File: src/rtl/iim_pkg.sv
// iim_pkg: shared constants and types for the interval merge block.
// No dependencies.
`timescale 1ns / 1ps
package iim_pkg;
  localparam int STORE_DEPTH = 64;
  localparam int AW = (STORE_DEPTH > 1) ? $clog2(STORE_DEPTH) : 1;
  localparam int CW = $clog2(STORE_DEPTH + 1);
  localparam int DW = 64;
  localparam int KW = DW + AW;

  typedef struct packed {
    logic          wr_en;
    logic [AW-1:0] wr_addr;
    logic [DW-1:0] wr_data;
    logic          rd_en;
    logic [AW-1:0] rd_addr;
  } mem_req_t;

  typedef enum logic [2:0] {
    ST_LOAD = 3'b001,
    ST_SCAN = 3'b010,
    ST_EMIT = 3'b100
  } state_t;
endpackage

File: src/rtl/iim_store.sv
// iim_store: interval store, one write and one registered read per cycle.
// Depends on iim_pkg.
`timescale 1ns / 1ps
module iim_store (
  input  logic                   clk,
  input  iim_pkg::mem_req_t      req,
  output logic [iim_pkg::DW-1:0] rd_data
);
  logic [iim_pkg::DW-1:0] mem [iim_pkg::STORE_DEPTH];

  always_ff @(posedge clk) begin
    if (req.wr_en) begin
      mem[req.wr_addr] <= req.wr_data;
    end
    if (req.rd_en) begin
      rd_data <= mem[req.rd_addr];
    end
  end
endmodule

File: src/rtl/interval_insert_merge.sv
// interval_insert_merge: top level, load control, selection scan and merge.
// Depends on iim_pkg and iim_store.
//
// Usage: intervals arrive on the in_ channel (valid/ready), one word per
// cycle while loading; in_final_item closes the set. Words beyond
// STORE_DEPTH are dropped and flagged on every result of that set.
// After the final word the block stops taking input and scans the store:
// each scan pass reads all n stored entries through one memory read
// port and picks the next entry in (start, end, slot) order, which is
// folded into the running merged interval. Results leave on the out_
// channel from an output register; out_run_last marks the last merged
// interval, after which loading resumes. A stalled receiver holds the
// scan; nothing is lost. Reset (rst_n low, synchronous) empties the
// store and clears the dropped flag; the store contents need no
// clearing.
`timescale 1ns / 1ps
module interval_insert_merge (
  input  logic        clk,
  input  logic        rst_n,
  input  logic        in_valid,
  output logic        in_ready,
  input  logic [31:0] in_range_start,
  input  logic [31:0] in_range_end,
  input  logic        in_final_item,
  output logic        out_valid,
  input  logic        out_ready,
  output logic [31:0] out_merged_start,
  output logic [31:0] out_merged_end,
  output logic        out_run_last,
  output logic        out_overflow_seen
);
  localparam int AW = iim_pkg::AW;
  localparam int CW = iim_pkg::CW;
  localparam int DW = iim_pkg::DW;
  localparam int KW = iim_pkg::KW;

  iim_pkg::state_t   state_r, state_nxt;
  iim_pkg::mem_req_t req;
  logic [DW-1:0]     rd_data;

  logic [CW-1:0] cnt_r, cnt_nxt, n_r, n_nxt, ptr_r, ptr_nxt, pass_r, pass_nxt;
  logic          drop_r, drop_nxt, ovf_r, ovf_nxt;
  logic          rd_v_r, rd_v_nxt;
  logic [AW-1:0] rd_idx_r, rd_idx_nxt;
  logic [KW-1:0] best_r, best_nxt, prev_r, prev_nxt;
  logic          best_v_r, best_v_nxt, last_pend_r, last_pend_nxt;
  logic [31:0]   cur_s_r, cur_s_nxt, cur_e_r, cur_e_nxt;
  logic          out_v_r, out_v_nxt, out_l_r, out_l_nxt;
  logic [31:0]   out_s_r, out_s_nxt, out_e_r, out_e_nxt;

  logic          in_acc, out_acc, full;
  logic [KW-1:0] cand;
  logic [31:0]   bs, be, ns_e;

  iim_store u_store (.clk(clk), .req(req), .rd_data(rd_data));

  assign in_ready          = (state_r == iim_pkg::ST_LOAD);
  assign out_valid         = out_v_r;
  assign out_merged_start  = out_s_r;
  assign out_merged_end    = out_e_r;
  assign out_run_last      = out_l_r;
  assign out_overflow_seen = ovf_r;

  assign in_acc = in_valid & in_ready;
  assign out_acc = out_v_r & out_ready;
  assign full = (cnt_r == CW'(iim_pkg::STORE_DEPTH));
  assign cand = {rd_data, rd_idx_r};
  assign bs = best_r[KW-1 -: 32];
  assign be = best_r[KW-33 -: 32];

  always_comb begin
    req.wr_en   = in_acc & ~full;
    req.wr_addr = cnt_r[AW-1:0];
    req.wr_data = {in_range_start, in_range_end};
    req.rd_en   = (state_r == iim_pkg::ST_SCAN) && (ptr_r < n_r);
    req.rd_addr = ptr_r[AW-1:0];
  end

  always_comb begin
    state_nxt = state_r;
    cnt_nxt = cnt_r; drop_nxt = drop_r; ovf_nxt = ovf_r; n_nxt = n_r;
    ptr_nxt = ptr_r; pass_nxt = pass_r;
    rd_v_nxt = 1'b0; rd_idx_nxt = ptr_r[AW-1:0];
    best_nxt = best_r; best_v_nxt = best_v_r; prev_nxt = prev_r;
    last_pend_nxt = last_pend_r;
    cur_s_nxt = cur_s_r; cur_e_nxt = cur_e_r;
    out_v_nxt = out_v_r; out_l_nxt = out_l_r; out_s_nxt = out_s_r; out_e_nxt = out_e_r;
    ns_e = cur_e_r;
    unique case (state_r)
      iim_pkg::ST_LOAD: begin
        if (in_acc) begin
          if (full) begin
            drop_nxt = 1'b1;
          end else begin
            cnt_nxt = cnt_r + CW'(1);
          end
          if (in_final_item) begin
            state_nxt = iim_pkg::ST_SCAN;
            n_nxt = full ? cnt_r : cnt_r + CW'(1);
            ovf_nxt = full | drop_r;
            ptr_nxt = '0; pass_nxt = '0; best_v_nxt = 1'b0;
          end
        end
      end
      iim_pkg::ST_SCAN: begin
        if (ptr_r < n_r) begin
          ptr_nxt = ptr_r + CW'(1);
          rd_v_nxt = 1'b1;
        end
        if (rd_v_r && (pass_r == '0 || cand > prev_r) && (!best_v_r || cand < best_r)) begin
          best_nxt = cand;
          best_v_nxt = 1'b1;
        end
        if (ptr_r == n_r && !rd_v_r) begin
          prev_nxt = best_r;
          pass_nxt = pass_r + CW'(1);
          last_pend_nxt = (pass_r + CW'(1) == n_r);
          ptr_nxt = '0;
          best_v_nxt = 1'b0;
          if (pass_r == '0) begin
            cur_s_nxt = bs; cur_e_nxt = be;
          end else if (bs <= cur_e_r) begin
            ns_e = (be > cur_e_r) ? be : cur_e_r;
            cur_e_nxt = ns_e;
          end else begin
            out_v_nxt = 1'b1; out_l_nxt = 1'b0;
            out_s_nxt = cur_s_r; out_e_nxt = cur_e_r;
            cur_s_nxt = bs; cur_e_nxt = be;
            state_nxt = iim_pkg::ST_EMIT;
          end
          if (state_nxt == iim_pkg::ST_SCAN && pass_r + CW'(1) == n_r) begin
            out_v_nxt = 1'b1; out_l_nxt = 1'b1;
            out_s_nxt = cur_s_nxt; out_e_nxt = cur_e_nxt;
            state_nxt = iim_pkg::ST_EMIT;
          end
        end
      end
      iim_pkg::ST_EMIT: begin
        if (out_acc) begin
          if (out_l_r) begin
            out_v_nxt = 1'b0;
            cnt_nxt = '0; drop_nxt = 1'b0;
            state_nxt = iim_pkg::ST_LOAD;
          end else if (last_pend_r) begin
            out_l_nxt = 1'b1;
            out_s_nxt = cur_s_r; out_e_nxt = cur_e_r;
          end else begin
            out_v_nxt = 1'b0;
            state_nxt = iim_pkg::ST_SCAN;
          end
        end
      end
      default: state_nxt = iim_pkg::ST_LOAD;
    endcase
  end

  always_ff @(posedge clk) begin
    if (!rst_n) begin
      state_r <= iim_pkg::ST_LOAD;
      cnt_r <= '0; drop_r <= 1'b0; rd_v_r <= 1'b0; out_v_r <= 1'b0;
      best_v_r <= 1'b0; pass_r <= '0; ptr_r <= '0; n_r <= '0;
      last_pend_r <= 1'b0;
    end else begin
      state_r <= state_nxt;
      cnt_r <= cnt_nxt; drop_r <= drop_nxt; rd_v_r <= rd_v_nxt; out_v_r <= out_v_nxt;
      best_v_r <= best_v_nxt; pass_r <= pass_nxt; ptr_r <= ptr_nxt; n_r <= n_nxt;
      last_pend_r <= last_pend_nxt;
    end
  end

  always_ff @(posedge clk) begin
    ovf_r <= ovf_nxt; rd_idx_r <= rd_idx_nxt;
    best_r <= best_nxt; prev_r <= prev_nxt;
    cur_s_r <= cur_s_nxt; cur_e_r <= cur_e_nxt;
    out_l_r <= out_l_nxt; out_s_r <= out_s_nxt; out_e_r <= out_e_nxt;
  end

`ifndef SYNTHESIS
  a_no_overlap: assert property (@(posedge clk) disable iff (!rst_n)
    !(in_ready && out_valid)) else $error("input taken while result pending");
  a_cnt_range: assert property (@(posedge clk) disable iff (!rst_n)
    cnt_r <= CW'(iim_pkg::STORE_DEPTH)) else $error("store count overrun");
  a_rd_scan: assert property (@(posedge clk) disable iff (!rst_n)
    rd_v_r |-> $past(state_r) == iim_pkg::ST_SCAN) else $error("stray read");
  a_set_clear: assert property (@(posedge clk) disable iff (!rst_n)
    (out_acc && out_l_r) |=> (cnt_r == '0 && !drop_r)) else $error("set not cleared");
  a_pass_bound: assert property (@(posedge clk) disable iff (!rst_n)
    state_r == iim_pkg::ST_SCAN |-> pass_r < n_r) else $error("extra scan pass");
`endif
endmodule
File: config.mk
export PLATFORM = sky130hd
export DESIGN_NAME = interval_insert_merge
export DESIGN_NICKNAME = d
export VERILOG_FILES = /design/src/rtl/iim_pkg.sv /design/src/rtl/iim_store.sv /design/src/rtl/interval_insert_merge.sv
export SDC_FILE = /design/constraint.sdc
export NUM_CORES = 2
export LEC_CHECK = 0
export BUFFER_PORTS_ARGS = -buffer_cell sky130_fd_sc_hd__buf_2
export CAP_MARGIN = 20
export CORE_MARGIN = 3
export CORE_UTILIZATION = 36
export DETAILED_ROUTE_END_ITERATION = 6
export PLACE_DENSITY = 0.49
export SETUP_SLACK_MARGIN = 0.2
export SLEW_MARGIN = 10
export SYNTH_ARGS = -nofsm -noshare
export SYNTH_HDL_FRONTEND = slang
export SYNTH_SLANG_ARGS = --single-unit
export TNS_END_PERCENT = 50
File: constraint.sdc
create_clock -name clk -period 22.4 [get_ports clk]
set_input_delay 1.12 -clock clk [delete_from_list [all_inputs] [get_ports clk]]
set_output_delay 1.12 -clock clk [all_outputs]
set_load 0.05 [all_outputs]
==> summary.txt <==
Die H -> 701 µm
Cells after Synth -> 7289
Htree depth -> 5
Most frequent cells in the layout -> edfxtp_1, mux4_2, clkbuf_16
Kind of cell adding the most delay to the critical path -> buffers and inverters
Switching share of power -> 0.240
Final worst path period share -> 0.298
Dpl cells -> 13700
R2R setup slack -> 15.73 ns
CP Launch Point -> ptr_r[0]$_SDFFE_PN0P_
# hold bufs at CTS -> 0
Ys flop type -> edfxtp_1
CTS resizes -> 0
Pins over their slew limit -> 0
Commonest non-fill, non-tap cell in the layout -> edfxtp_1
Vias in the first global route -> 83900
Max frequency -> 0.150 GHz
Core area -> 0.480 mm²
DP HPWL -> 275 mm
CTS tree -> yes
Core Rows -> 254
Hold slack -> 0.404 ns
Sw Pwr -> 4.67 mW
Clock sinks -> 4472
Slew HR -> 0.153
Flops & latches, synth -> 4472
Critical path buffer and inverter count -> 5
First drt pass iteration count -> 5
Post-synth EDFFs -> 4430
WL/cell -> 36.0 µm
Combinational Power Share -> 0.134
Clock Path Buffers -> 4
# IOs -> 137
Port buffer count -> 136
Pleak -> 60.6 nW
FFs w/ async S/R, synth -> 0
Slowest stage cell, crit path -> dfxtp_4
Fraction of layout cells with a size suffix above 1 -> 0.300
DRT antenna net count -> 0
Final nets -> 8074
Worst reg2reg path depth -> 8
Die area -> 0.491 mm²
GP Congestion -> 0.793
Pwr per Cell Area -> 98.2 mW/mm²
Worst-path clk slew -> 0.06 ns
Fin. Hold Viols -> 0
DR iter-0 viols -> 9715
Startpoint types -> flip-flop
Synth Cell Area -> 0.174 mm²
Clock network fraction of design power -> 0.382
Final Critical Period -> 6.67 ns
Status -> finished clean
Hold Startpoint -> rst_n
Setup repair after global routing missed its margin -> false
Fin util -> 0.413
TritonCTS buffer count -> 461
First-pass GRT wire length -> 716 mm
Distinct cells, synth -> 64
CP required -> 23.15 ns
Worst Setup Path Type -> reg2reg
Initial antenna violation count -> 59
Worst hold path class -> in2reg
Data arrival time of the worst path -> 7.42 ns
Post-route insts no fill -> 14600
Setup violations, final -> 0
Vias -> 82900
Post-route DRC violation count -> 0
Vias per cell -> 5.68
Fin Clk Skew -> 0.0727 ns
Clk root buf -> clkbuf_16
Max-cap violations -> 0
Post-CTS Setup Repair Bufs -> 0
Worst Tran Pin Value -> 1.27 ns
Crit path depth -> 8
Setup crit end kind -> flip-flop
CP max FO -> 45
Initial core utilization -> 0.362
Worst-Skew Late Latency -> 1.04 ns
Post-Syn Area per Cell -> 23.8 µm²
P_int -> 14.8 mW
Cell breakdown of the critical path -> buf_4, buf_4, buf_4, buf_4, buf_4, mux4_2, mux4_2, mux4_2
Largest net degree at the start of global routing -> 143
Top cell by count, worst path -> buf_4
Layout Area Growth over Synthesis -> 14.1%
Horiz. Die Dim -> 701 µm
Worst vdd ir -> 0.0702 mV
Register area share after synthesis -> 0.771
Setup TNS -> 0 ns
Reg2Reg Launch Point -> ptr_r[0]$_SDFFE_PN0P_
Reg2reg end -> u_store.rd_data[21]$_DFFE_PP_
Worst setup endpoint -> u_store.rd_data[21]$_DFFE_PP_
Syn nets -> 7573
Ys Warns -> 0
Grt ovf -> 0
Gr usage total -> 0.211
Max stage delay on crit path -> 0.99 ns
Part of the power in registers -> 0.484
WL final -> 524 mm
## cell type report
class                      count  area [µm²]
fill                       41400      281000
sequential                  4472      134000
multi-input combinational   2300       38200
clock buffer                 587       12100
tap                         6400        8010
timing repair buffer         368        2890
clock inverter               259        2380
inverter                     187         702
antenna                       15        37.5
## Yosys cell counts (3+ instances only)
cell type  instances  area (µm²)
nor2_1           127         477
dfxtp_1           42         841
inv_1            186         698
a221oi_1           5        43.8
buf_1             55         206
mux2_2            36         405
ha_1             215        2690
mux4_2          1344       30300
nor3b_1            3        22.5
or3_1              5        31.3
nor4_1             4        25.0
and2_1             3        18.8
mux2_1            30         338
or4_1              3        22.5
o21ai_0           51         255
buf_6              3        33.8
nor2b_1            9        56.3
a21o_1            39         293
and3_1             5        31.3
nand2b_1           5        31.3
nand2_1           79         297
a21oi_1           87         435
nand3b_1           6        45.0
xnor2_1           14         123
buf_4             30         225
nand3_1           27         135
and4_1            11        96.3
edfxtp_1        4430      133000
nor3_1            16        80.1
nand4_1           35         219
or2_2              6        37.5
o211ai_1           5        37.5
xor2_1             7        61.3
clkbuf_1         160         601
mux2i_1           65         651
buf_2             82         410
a22oi_1            3        22.5
a31oi_1            3        18.8
a211oi_1          17         128
o21a_1             5        37.5
## power by group through the flow
stage,clock [mW],sequential (mW),combinational [mW]
after floorplan,0,9.55,1.91
after global placement,0,9.59,2.63
after detailed placement,0,9.59,2.65
after CTS,7.60,9.41,2.65
after global routing,7.92,9.42,2.79
final,7.44,9.41,2.61
## layer usage
layer	global-route usage	up-vias	wire, µm
met3	0.0356	632	34900
met2	0.345	3067	254000
li1	-	32300	-
met4	0.0438	24	10900
met5	0	-	143
met1	0.300	46900	224000
## cell families after synthesis
kind of cell | count (synthesis) | share of synthesized area
buffers and inverters | 517 | 0.0125
AO/OA/AOI/OAI | 236 | 0.00832
multiplexers | 1475 | 0.182
XOR/XNOR | 21 | 0.00106
flip-flops | 4472 | 0.771
AND/OR/NAND/NOR | 353 | 0.00980
adder cells (fa/ha/maj) | 215 | 0.0155
## worst min-delay path by stage
stage | end | depth (start not counted)
finish | state_r[0]$_SDFFE_PN1P_ | 2
global route | state_r[0]$_SDFFE_PN1P_ | 2
CTS | state_r[0]$_SDFFE_PN1P_ | 2
global placement | prev_r[3]$_DFFE_PP_ | 0
floorplan | rd_idx_r[2]$_DFF_P_ | 0
detailed placement | prev_r[3]$_DFFE_PP_ | 0
## through the flow
stage	setup slack, ns	cell area [µm²]	power, mW
global placement	15.53	183000	12.2
detailed placement	15.46	183000	12.2
finish	15.73	198000	19.5
floorplan	13.13	174000	11.5
global route	15.13	198000	20.1
CTS	15.48	198000	19.7
## worst reg2reg max path, cell delays in order, from the launching register on
cell and delay [ns]:
dfxtp_4 0.99, buf_4 0.78, buf_4 0.65, buf_4 0.79, buf_4 0.88, buf_4 0.68, mux4_2 0.63, mux4_2 0.52
mux4_2 0.48
## flip-flops by register name (all words and copies together), names as in the netlist, 32 cells and up
signal and flops:
u_store.rd_data 64, u_store.mem 4096, prev_r 70, out_merged_start 32
out_merged_end 32, best_r 70, cur_s_r 32, cur_e_r 32
(Power assumes the default switching activity.)
